<file path="src/sre_pkg.sv">
package sre_pkg;

	localparam int NUM_REGISTERS_DEF = 16;
	localparam int STACK_DEPTH_DEF = 256;
	localparam int ADDRESS_BITS_DEF = 16;
	localparam int DATA_W = 32;

	localparam logic [4:0] OP_HALT = 5'd0;
	localparam logic [4:0] OP_PUSH = 5'd1;
	localparam logic [4:0] OP_POP = 5'd2;
	localparam logic [4:0] OP_SET = 5'd3;
	localparam logic [4:0] OP_ADD = 5'd4;
	localparam logic [4:0] OP_MUL = 5'd5;
	localparam logic [4:0] OP_SUB = 5'd6;
	localparam logic [4:0] OP_DIV = 5'd7;
	localparam logic [4:0] OP_MOD = 5'd8;
	localparam logic [4:0] OP_RPUSH = 5'd9;
	localparam logic [4:0] OP_RPOP = 5'd10;
	localparam logic [4:0] OP_AND = 5'd11;
	localparam logic [4:0] OP_OR = 5'd12;
	localparam logic [4:0] OP_NOT = 5'd13;
	localparam logic [4:0] OP_XOR = 5'd14;
	localparam logic [4:0] OP_BEQ = 5'd15;
	localparam logic [4:0] OP_BNE = 5'd16;
	localparam logic [4:0] OP_BLT = 5'd17;
	localparam logic [4:0] OP_BGT = 5'd18;
	localparam logic [4:0] OP_BGE = 5'd19;
	localparam logic [4:0] OP_BLE = 5'd20;
	localparam logic [4:0] OP_BEQZ = 5'd21;
	localparam logic [4:0] OP_BGEZ = 5'd22;
	localparam logic [4:0] OP_BNEZ = 5'd23;
	localparam logic [4:0] OP_BLEZ = 5'd24;
	localparam logic [4:0] OP_BLTZ = 5'd25;
	localparam logic [4:0] OP_BGTZ = 5'd26;
	localparam logic [4:0] OP_JUMP = 5'd27;

	localparam logic [2:0] ST_OK = 3'd0;
	localparam logic [2:0] ST_HALT = 3'd1;
	localparam logic [2:0] ST_BAD = 3'd2;
	localparam logic [2:0] ST_DIVZ = 3'd3;
	localparam logic [2:0] ST_OVER = 3'd4;
	localparam logic [2:0] ST_UNDER = 3'd5;

	// controller to datapath
	typedef struct packed {
		logic load;      // capture input beat
		logic exec;      // decode-state ops and final writes
		logic div_start;
		logic div_step;
		logic div_fin;   // commit divide result
		logic rd_start;  // start register/stack read
		logic rd_fin;    // commit read result
	} sre_cmd_t;

	// datapath to controller
	typedef struct packed {
		logic is_div;
		logic is_read;
		logic div_last;
	} sre_sts_t;

endpackage

</file>
<file path="src/sre_ctrl.sv">
module sre_ctrl (
	input  logic clk,
	input  logic arst_n,
	input  logic s_tvalid,
	output logic s_tready,
	output logic m_tvalid,
	input  logic m_tready,
	input  sre_pkg::sre_sts_t sts,
	output sre_pkg::sre_cmd_t cmd
);
	localparam logic [2:0] S_IDLE = 3'd0;
	localparam logic [2:0] S_DEC = 3'd1;
	localparam logic [2:0] S_DIV = 3'd2;
	localparam logic [2:0] S_DFIN = 3'd3;
	localparam logic [2:0] S_RD = 3'd4;
	localparam logic [2:0] S_OUT = 3'd5;

	logic [2:0] state_q, nxt;

	assign s_tready = (state_q == S_IDLE);
	assign m_tvalid = (state_q == S_OUT);

	always_comb begin
		cmd = '0;
		nxt = state_q;
		unique case (state_q)
			S_IDLE: begin
				cmd.load = s_tvalid;
				if (s_tvalid) nxt = S_DEC;
			end
			S_DEC: begin
				if (sts.is_div) begin
					cmd.div_start = 1'b1;
					nxt = S_DIV;
				end else if (sts.is_read) begin
					cmd.rd_start = 1'b1;
					nxt = S_RD;
				end else begin
					cmd.exec = 1'b1;
					nxt = S_OUT;
				end
			end
			S_DIV: begin
				cmd.div_step = 1'b1;
				if (sts.div_last) nxt = S_DFIN;
			end
			S_DFIN: begin
				cmd.div_fin = 1'b1;
				nxt = S_OUT;
			end
			S_RD: begin
				cmd.rd_fin = 1'b1;
				nxt = S_OUT;
			end
			S_OUT: if (m_tready) nxt = S_IDLE;
			default: nxt = S_IDLE;
		endcase
	end

	always_ff @(posedge clk or negedge arst_n) begin
		if (!arst_n) state_q <= S_IDLE;
		else state_q <= nxt;
	end
endmodule

</file>
<file path="config.mk">
export PLATFORM = sky130hd
export DESIGN_NAME = sre_ctrl
export DESIGN_NICKNAME = d
export VERILOG_FILES = /design/src/sre_pkg.sv /design/src/sre_ctrl.sv
export SDC_FILE = /design/constraint.sdc
export NUM_CORES = 1
export LEC_CHECK = 0
export ABC_AREA = 1
export BUFFER_PORTS_ARGS = -buffer_cell sky130_fd_sc_hd__buf_4
export CAP_MARGIN = 30
export CORE_AREA = 2 2 39 41
export CTS_CLUSTER_SIZE = 16
export DETAILED_ROUTE_END_ITERATION = 10
export DIE_AREA = 0 0 41 43
export PLACE_DENSITY = 0.47
export SETUP_SLACK_MARGIN = 0.5
export SYNTH_ARGS = -nofsm -noshare
export SYNTH_HDL_FRONTEND = slang
export SYNTH_SLANG_ARGS = --single-unit
</file>
<file path="constraint.sdc">
create_clock -name clk -period 1.5 [get_ports clk]
set_clock_uncertainty 0.2 [all_clocks]
set_input_delay 0.225 -clock clk [delete_from_list [all_inputs] [get_ports clk]]
set_output_delay 0.225 -clock clk [all_outputs]
set_load 0.01 [all_outputs]
</file>
==> results of run 1 <==
routing by layer:
metal,up-vias,GRT usage,share of wire
li1,174,-,-
met1,155,0.1169,0.36
met2,9,0.1500,0.58
met3,0,0.03141,0.053
met4,0,0.06000,0
met5,-,0,0
final cells by class:
cell class	count	share of cell area
Clock buffer	4	0.04709
Inverter	8	0.07175
Multi-Input combinational cell	30	0.3767
Sequential cell	3	0.1413
Tap cell	16	0.03587
Timing Repair Buffer	21	0.3274
synthesized netlist by cell type:
cell	n	area share
nand2_1	11	0.18
nor2_1	11	0.18
inv_1	7	0.11
dfrtp_1	3	0.32
a21oi_1	2	0.043
nand3_1	2	0.043
inv_2	1	0.016
nand3b_1	1	0.032
nor3_1	1	0.022
nor4_1	1	0.027
o21ai_0	1	0.022
final timing paths:
check	start	to	slack [ns]
min	m_tready	state_q[0]	0.09
min in group asynchronous	arst_n	state_q[0]	0.11
max reg2reg	state_q[2]	state_q[0]	0.25
min reg2reg	state_q[2]	state_q[2]	0.44
max in group asynchronous	arst_n	state_q[1]	0.89
max	state_q[1]	cmd[5]	-0.07
logic make-up after synthesis:
logic type      share of synthesized area
buf+inv                            0.1297
flops                              0.3243
compound gates                    0.06485
simple gates                       0.4811
per-stage QoR:
step                std cells  utilization  hold slack (ns)  setup slack, ns
floorplan                  41            -          -0.2706           0.3052
global placement           72       0.2875          -0.1817           0.1423
detailed placement         72       0.2875          -0.1824           0.1464
CTS                        80       0.3535          0.07250         -0.06011
global route               82       0.4033          0.09401          -0.1227
finish                     82       0.4033          0.08643         -0.07372
cells in the final DEF, fill, tap and decap left out, types with 2 or more instances in the layout:
master,n
nand3_1,2
buf_4,14
nand2_1,7
buf_6,6
nand2_2,3
nor2_4,3
clkbuf_4,3
nor2_2,6
nor2_1,2
inv_4,2
a21oi_2,2
inv_1,4
dfrtp_2,3
where the power goes:
part	internal, mW	switching (mW)
combinational	0.370	0.389
sequential	0.126	0.0851
clock	0.0998	0.0429
total	0.595	0.517
worst max-delay path: stages, from the launching register on:
cell and delay [ns]:
dfrtp_2 0.48, nor4_4 0.28, buf_4 0.15
timing repair:
item / CTS / global route
hold buffers: 1 / 0
endpoints found under the hold margin: 3 / 0
setup endpoints to repair: 12 / 12
gates resized for setup: 8 / 17
setup buffers: 3 / 2
pin swaps: 4 / 8
==> run_results.csv, run 1 <==
group,metric,value,unit
place,io_buffer_count,15,
clock_network,root_buffer,"clkbuf_4",
sta,fin_crit_sh,1.049,
sta,hold_violations,0,
floorplan,die_y,43,um
sta,maxSlewHeadroom,0.8469,
floorplan,start_util,0.1673,
logic_synthesis,ys_ff_latch,3,
floorplan,die-width,41,um
clock_network,cts.reportedPaths.clkPinSlew,0.04,ns
setup_path,path_max_fanout,6,
floorplan,pin_count,16,
final_layout,largest_reg_flops,3,
clock_network,clockBufferDepth,2,
final_layout,layout-drive-gt1-share,0.6970,
final_layout,largestRegisters,"state_q (3)",
sta,slew_viol_final,0,
final_layout,synthToLayoutAreaGrowth,141.1,%
pwr,irDropWorstVdd,702.8,uV
sta,rsz0062_at_grt,"yes",
place,place_hpwl,568.3,um
detailed_routing,routedWlPerCell,10.10,um
setup_path,cp.arrival,1.15,ns
setup_path,cp-end-kind,"output port",
setup_path,crit_required,1.07,ns
sta,postLayoutSetupSlackWorst,-0.07372,ns
floorplan,rows,14,
logic_synthesis,ys_seq_area_frac,0.3243,
worst_hold_path,holdPathStages,3,
run_status,violations,"setup timing",
clock_network,numCtsBuffers,3,
sta,fmax,635.4,MHz
final_layout,regMostFlops,"state_q",
run_status,status,"complete, but fails checks",
sta,tightest_slew,0.2297,ns
grt,overflow,0,
final_layout,seq_area,78.83,um2
pwr,power_density,1992,nW/um2
logic_synthesis,ys_types,11,
sta,fin_crit,1.574,ns
setup_path,r2r_cells,6,
logic_synthesis,syn-num-nets,48,
sta,tns,-0.3724,ns
detailed_routing,drc,0,
clock_network,cts.sinks,3,
place,placed_cell_area,397.9,um2
final_layout,fillCellCount,142,
clock_network,clk_latency,0.23,ns
job,max-cap-violations,0,
final_layout,fin_nets,74,
grt,grt_max_degree,7,
detailed_routing,wl,828,um
logic_synthesis,synth_warnings,0,
detailed_routing,initialDrtViolationCount,3,
grt,grt_first_pass_wirelength,1138,um
setup_path,crit_path_start_kind,"register",
detailed_routing,drtAntennaViolNets,0,
floorplan,core,1384,um2
grt,grt_pass1_vias,283,
detailed_routing,drtPass1Iterations,2,
sta,final-setup-viol-count,9,
detailed_routing,vias_per_cell,4.122,
logic_synthesis,avgSynthCellArea,5.646,um2
pwr,p_leak,0.2732,nW
pwr,power.total,1.112,mW
worst_hold_path,worst_hold_path_type,"input port to register",
clock_network,cts_tree,"built",
place,gp_congestion,0.7222,
floorplan,fp.dieArea,1763,um2
grt,antenna_found_initial,0,
detailed_routing,vias,338,
final_layout,antenna_cells,0,
final_layout,multi_input_area,210.2,um2
final_layout,fin_area,558.0,um2
clock_network,htreeDepth,1,
setup_path,path_class,"register to output port",
logic_synthesis,syn_inst,41,
logic_synthesis,syn_area,231.5,um2
grt,track_usage,0.09970,
(Power assumes the default switching activity.)
==> inputs of run 2 (changes only) <==
Settings changed: ABC_AREA 1 to unset, PLACE_DENSITY 0.47 to 0.51.
==> run 2 against run 1 <==
  * The run still ends with setup timing left
  * Combinational power rose by 30%
  * Critical path type unchanged
  * Routed wire length rose by 17%
  * Highest routed layer is now met4
  * Design area rose by 9.9%
  * Count of clock-buffer cells in the layout did not move
  * Via count did not move
==> run_results.csv, run 2 <==
group,metric,value,unit
pwr,power.total,1.357,mW
clock_network,cts.reportedPaths.clkPinSlew,0.03,ns
clock_network,htreeDepth,1,
final_layout,largest_reg_flops,3,
final_layout,fin_area,613.1,um2
clock_network,cts.sinks,3,
logic_synthesis,avgSynthCellArea,8.837,um2
final_layout,fin_nets,67,
grt,track_usage,0.1387,
floorplan,pin_count,16,
detailed_routing,routedWlPerCell,12.89,um
run_status,violations,"setup timing",
grt,grt_pass1_vias,363,
final_layout,fillCellCount,142,
floorplan,die-width,41,um
worst_hold_path,worst_hold_path_type,"input port to register",
pwr,seqPwrFrac,0.165,
logic_synthesis,synth.largest_area_cell,"dfrtp_1",
logic_synthesis,synth_edf_count,0,
setup_path,path_depth,3,
final_layout,antenna_cells,0,
place,io_buffer_count,15,
setup_path,critPathBufInv,2,
detailed_routing,vias_per_cell,4.507,
sta,fin_crit,1.631,ns
logic_synthesis,async_flop_share,1.000,
detailed_routing,vias,338,
setup_path,crit_path_start_kind,"register",
logic_synthesis,syn_area,282.8,um2
pwr,comb_power_share,0.729,
clock_network,numCtsBuffers,3,
worst_hold_path,holdPathStages,4,
grt,grt_first_pass_wirelength,1511,um
run_status,status,"complete, but fails checks",
floorplan,fp.dieArea,1763,um2
logic_synthesis,ys_types,21,
place,pre_cts_ws,0.06720,ns
detailed_routing,drtPass1Iterations,4,
final_layout,synthToLayoutAreaGrowth,116.8,%
setup_path,r2r_cells,5,
sta,maxSlewHeadroom,0.8060,
clock_network,root_buffer,"clkbuf_4",
pwr,irDropWorstVdd,843.6,uV
setup_path,crit_slowest_cell,"dfrtp_2",
pwr,p_clk_frac,0.106,
pwr,p_switching,0.5614,mW
pwr,p_leak,0.2721,nW
setup_path,slowest_delay,0.50,ns
setup_path,cp-end-kind,"output port",
setup_path,worstPathCellList,"buf_6 > nor3b_4 > buf_6",
sta,fmax,613.0,MHz
setup_path,cp_top_family,"flip-flops",
setup_path,cpMostUsedCell,"buf_6",
logic_synthesis,synth_warnings,0,
sta,tightest_slew,0.2883,ns
logic_synthesis,ys_ff_latch,3,
setup_path,cp.arrival,1.21,ns
setup_path,crit_required,1.07,ns
final_layout,layout_common_cells,"buf_4, buf_6",
sta,fin_crit_sh,1.087,
clock_network,clockBufferDepth,2,
final_layout,regMostFlops,"state_q",
setup_path,regToRegStartpoint,"state_q[2]",
detailed_routing,wl,967,um
floorplan,core,1384,um2
final_layout,layout_commonest_cell,"buf_4",
sta,final-setup-viol-count,7,
worst_hold_path,hp-start,"m_tready",
sta,slew_viol_final,0,
logic_synthesis,ys.flop_type,"dfrtp_1",
logic_synthesis,yosysTopAreaCellShare,0.2655,
pwr,sw_frac_of_total,0.4139,
logic_synthesis,yosys-top-cells-area,"dfrtp_1, o311ai_4, nor3_2",
place,place_inst,62,
logic_synthesis,syn_inst,32,
final_layout,utilization,0.4430,
grt,grt_max_degree,9,
pwr,p_int,0.7951,mW
floorplan,start_util,0.2043,
logic_synthesis,netlist_top_cells_count,"dfrtp_1, nor2_1",
detailed_routing,drc,0,
setup_path,path_class,"register to output port",
grt,antenna_found_initial,0,
logic_synthesis,ys_seq_area_frac,0.2655,
setup_path,r2r_slack,0.09,ns
final_layout,layout-drive-gt1-share,0.7458,
floorplan,rows,14,
logic_synthesis,syn-num-nets,39,
sta,rsz0062_at_grt,"yes",
detailed_routing,initialDrtViolationCount,3,
final_layout,largestRegisters,"state_q (3)",
final_layout,stdcell_count,75,
place,place_hpwl,589.1,um
setup_path,r2r_end,"state_q[0]",
detailed_routing,drtAntennaViolNets,0,
clock_network,clk_latency,0.24,ns
place,gp_congestion,0.6583,
job,max-cap-violations,0,
pwr,power_density,2213,nW/um2
place,placed_cell_area,452.9,um2
sta,hold_violations,0,
setup_path,crit_path_start,"state_q[2]",
sta,postLayoutSetupSlackWorst,-0.1312,ns
sta,tns,-0.6989,ns
floorplan,die_y,43,um
clock_network,cts_tree,"built",
sta,hold_ws,0.08195,ns
grt,overflow,0,
worst_hold_path,worstHoldEndpoint,"state_q[2]",
setup_path,path_max_fanout,8,
==> run 2: cell types whose count changed after synthesis, moves of 2 or more <==
cell / change
and2_1: +2
nor2_1: -8
nor3_2: +2
buf_4: +2
nand2_1: -9
inv_1: -6
==> run 2: power by group through the flow <==
stage | clock network [mW] | logic, mW | registers (mW)
5_1_grt | 0.155 | 1.06 | 0.233
6_report | 0.144 | 0.988 | 0.224
2_1_floorplan | 0 | 0.554 | 0.161
3_3_place_gp | 0 | 0.637 | 0.231
4_1_cts | 0.148 | 0.917 | 0.220
3_5_place_dp | 0 | 0.638 | 0.235
==> run 2: logic make-up after synthesis <==
| group | count (synthesis) | share of synthesized area |
|---|---|---|
| buf+inv | 5 | 0.1194 |
| simple gates | 19 | 0.4513 |
| flops | 3 | 0.2655 |
| compound gates | 5 | 0.1637 |
==> run 2: worst max path at each step <==
stage          endpoint
5_1_grt          cmd[1]
3_3_place_gp     cmd[2]
4_1_cts          cmd[6]
3_5_place_dp     cmd[5]
2_1_floorplan    cmd[1]
6_report         cmd[3]
==> run 2: worst reg2reg max path: cells and delay by family, from the launching register on <==
kind	cells	cell delay, ns
compound gates	1	0.11
buf+inv	2	0.30
flops	1	0.50
simple gates	2	0.22
==> run 2: cell type report <==
type / instances / area (um2) / area share
multi-input combinational: 24 / 241.5 / 0.3939
timing repair buffer: 26 / 240.2 / 0.3918
sequential: 3 / 77.57 / 0.1265
clock buffer: 4 / 26.28 / 0.04286
tap: 16 / 20.02 / 0.03265
inverter: 2 / 7.507 / 0.01224
==> run 2: repair_timing <==
item | in CTS | in global routing
gates resized for setup | 8 | 7
hold buffers | 1 | 0
buffers inserted | 8 | 0
endpoints found under the hold margin | 3 | 0
endpoints found under the setup margin | 12 | 12
pin swaps | 2 | 4
==> run 2: layer usage <==
metal  share of wire  track usage
met1            0.35       0.1355
met2            0.58       0.2219
met3           0.058      0.03665
met4           0.010       0.1200
met5               0            0
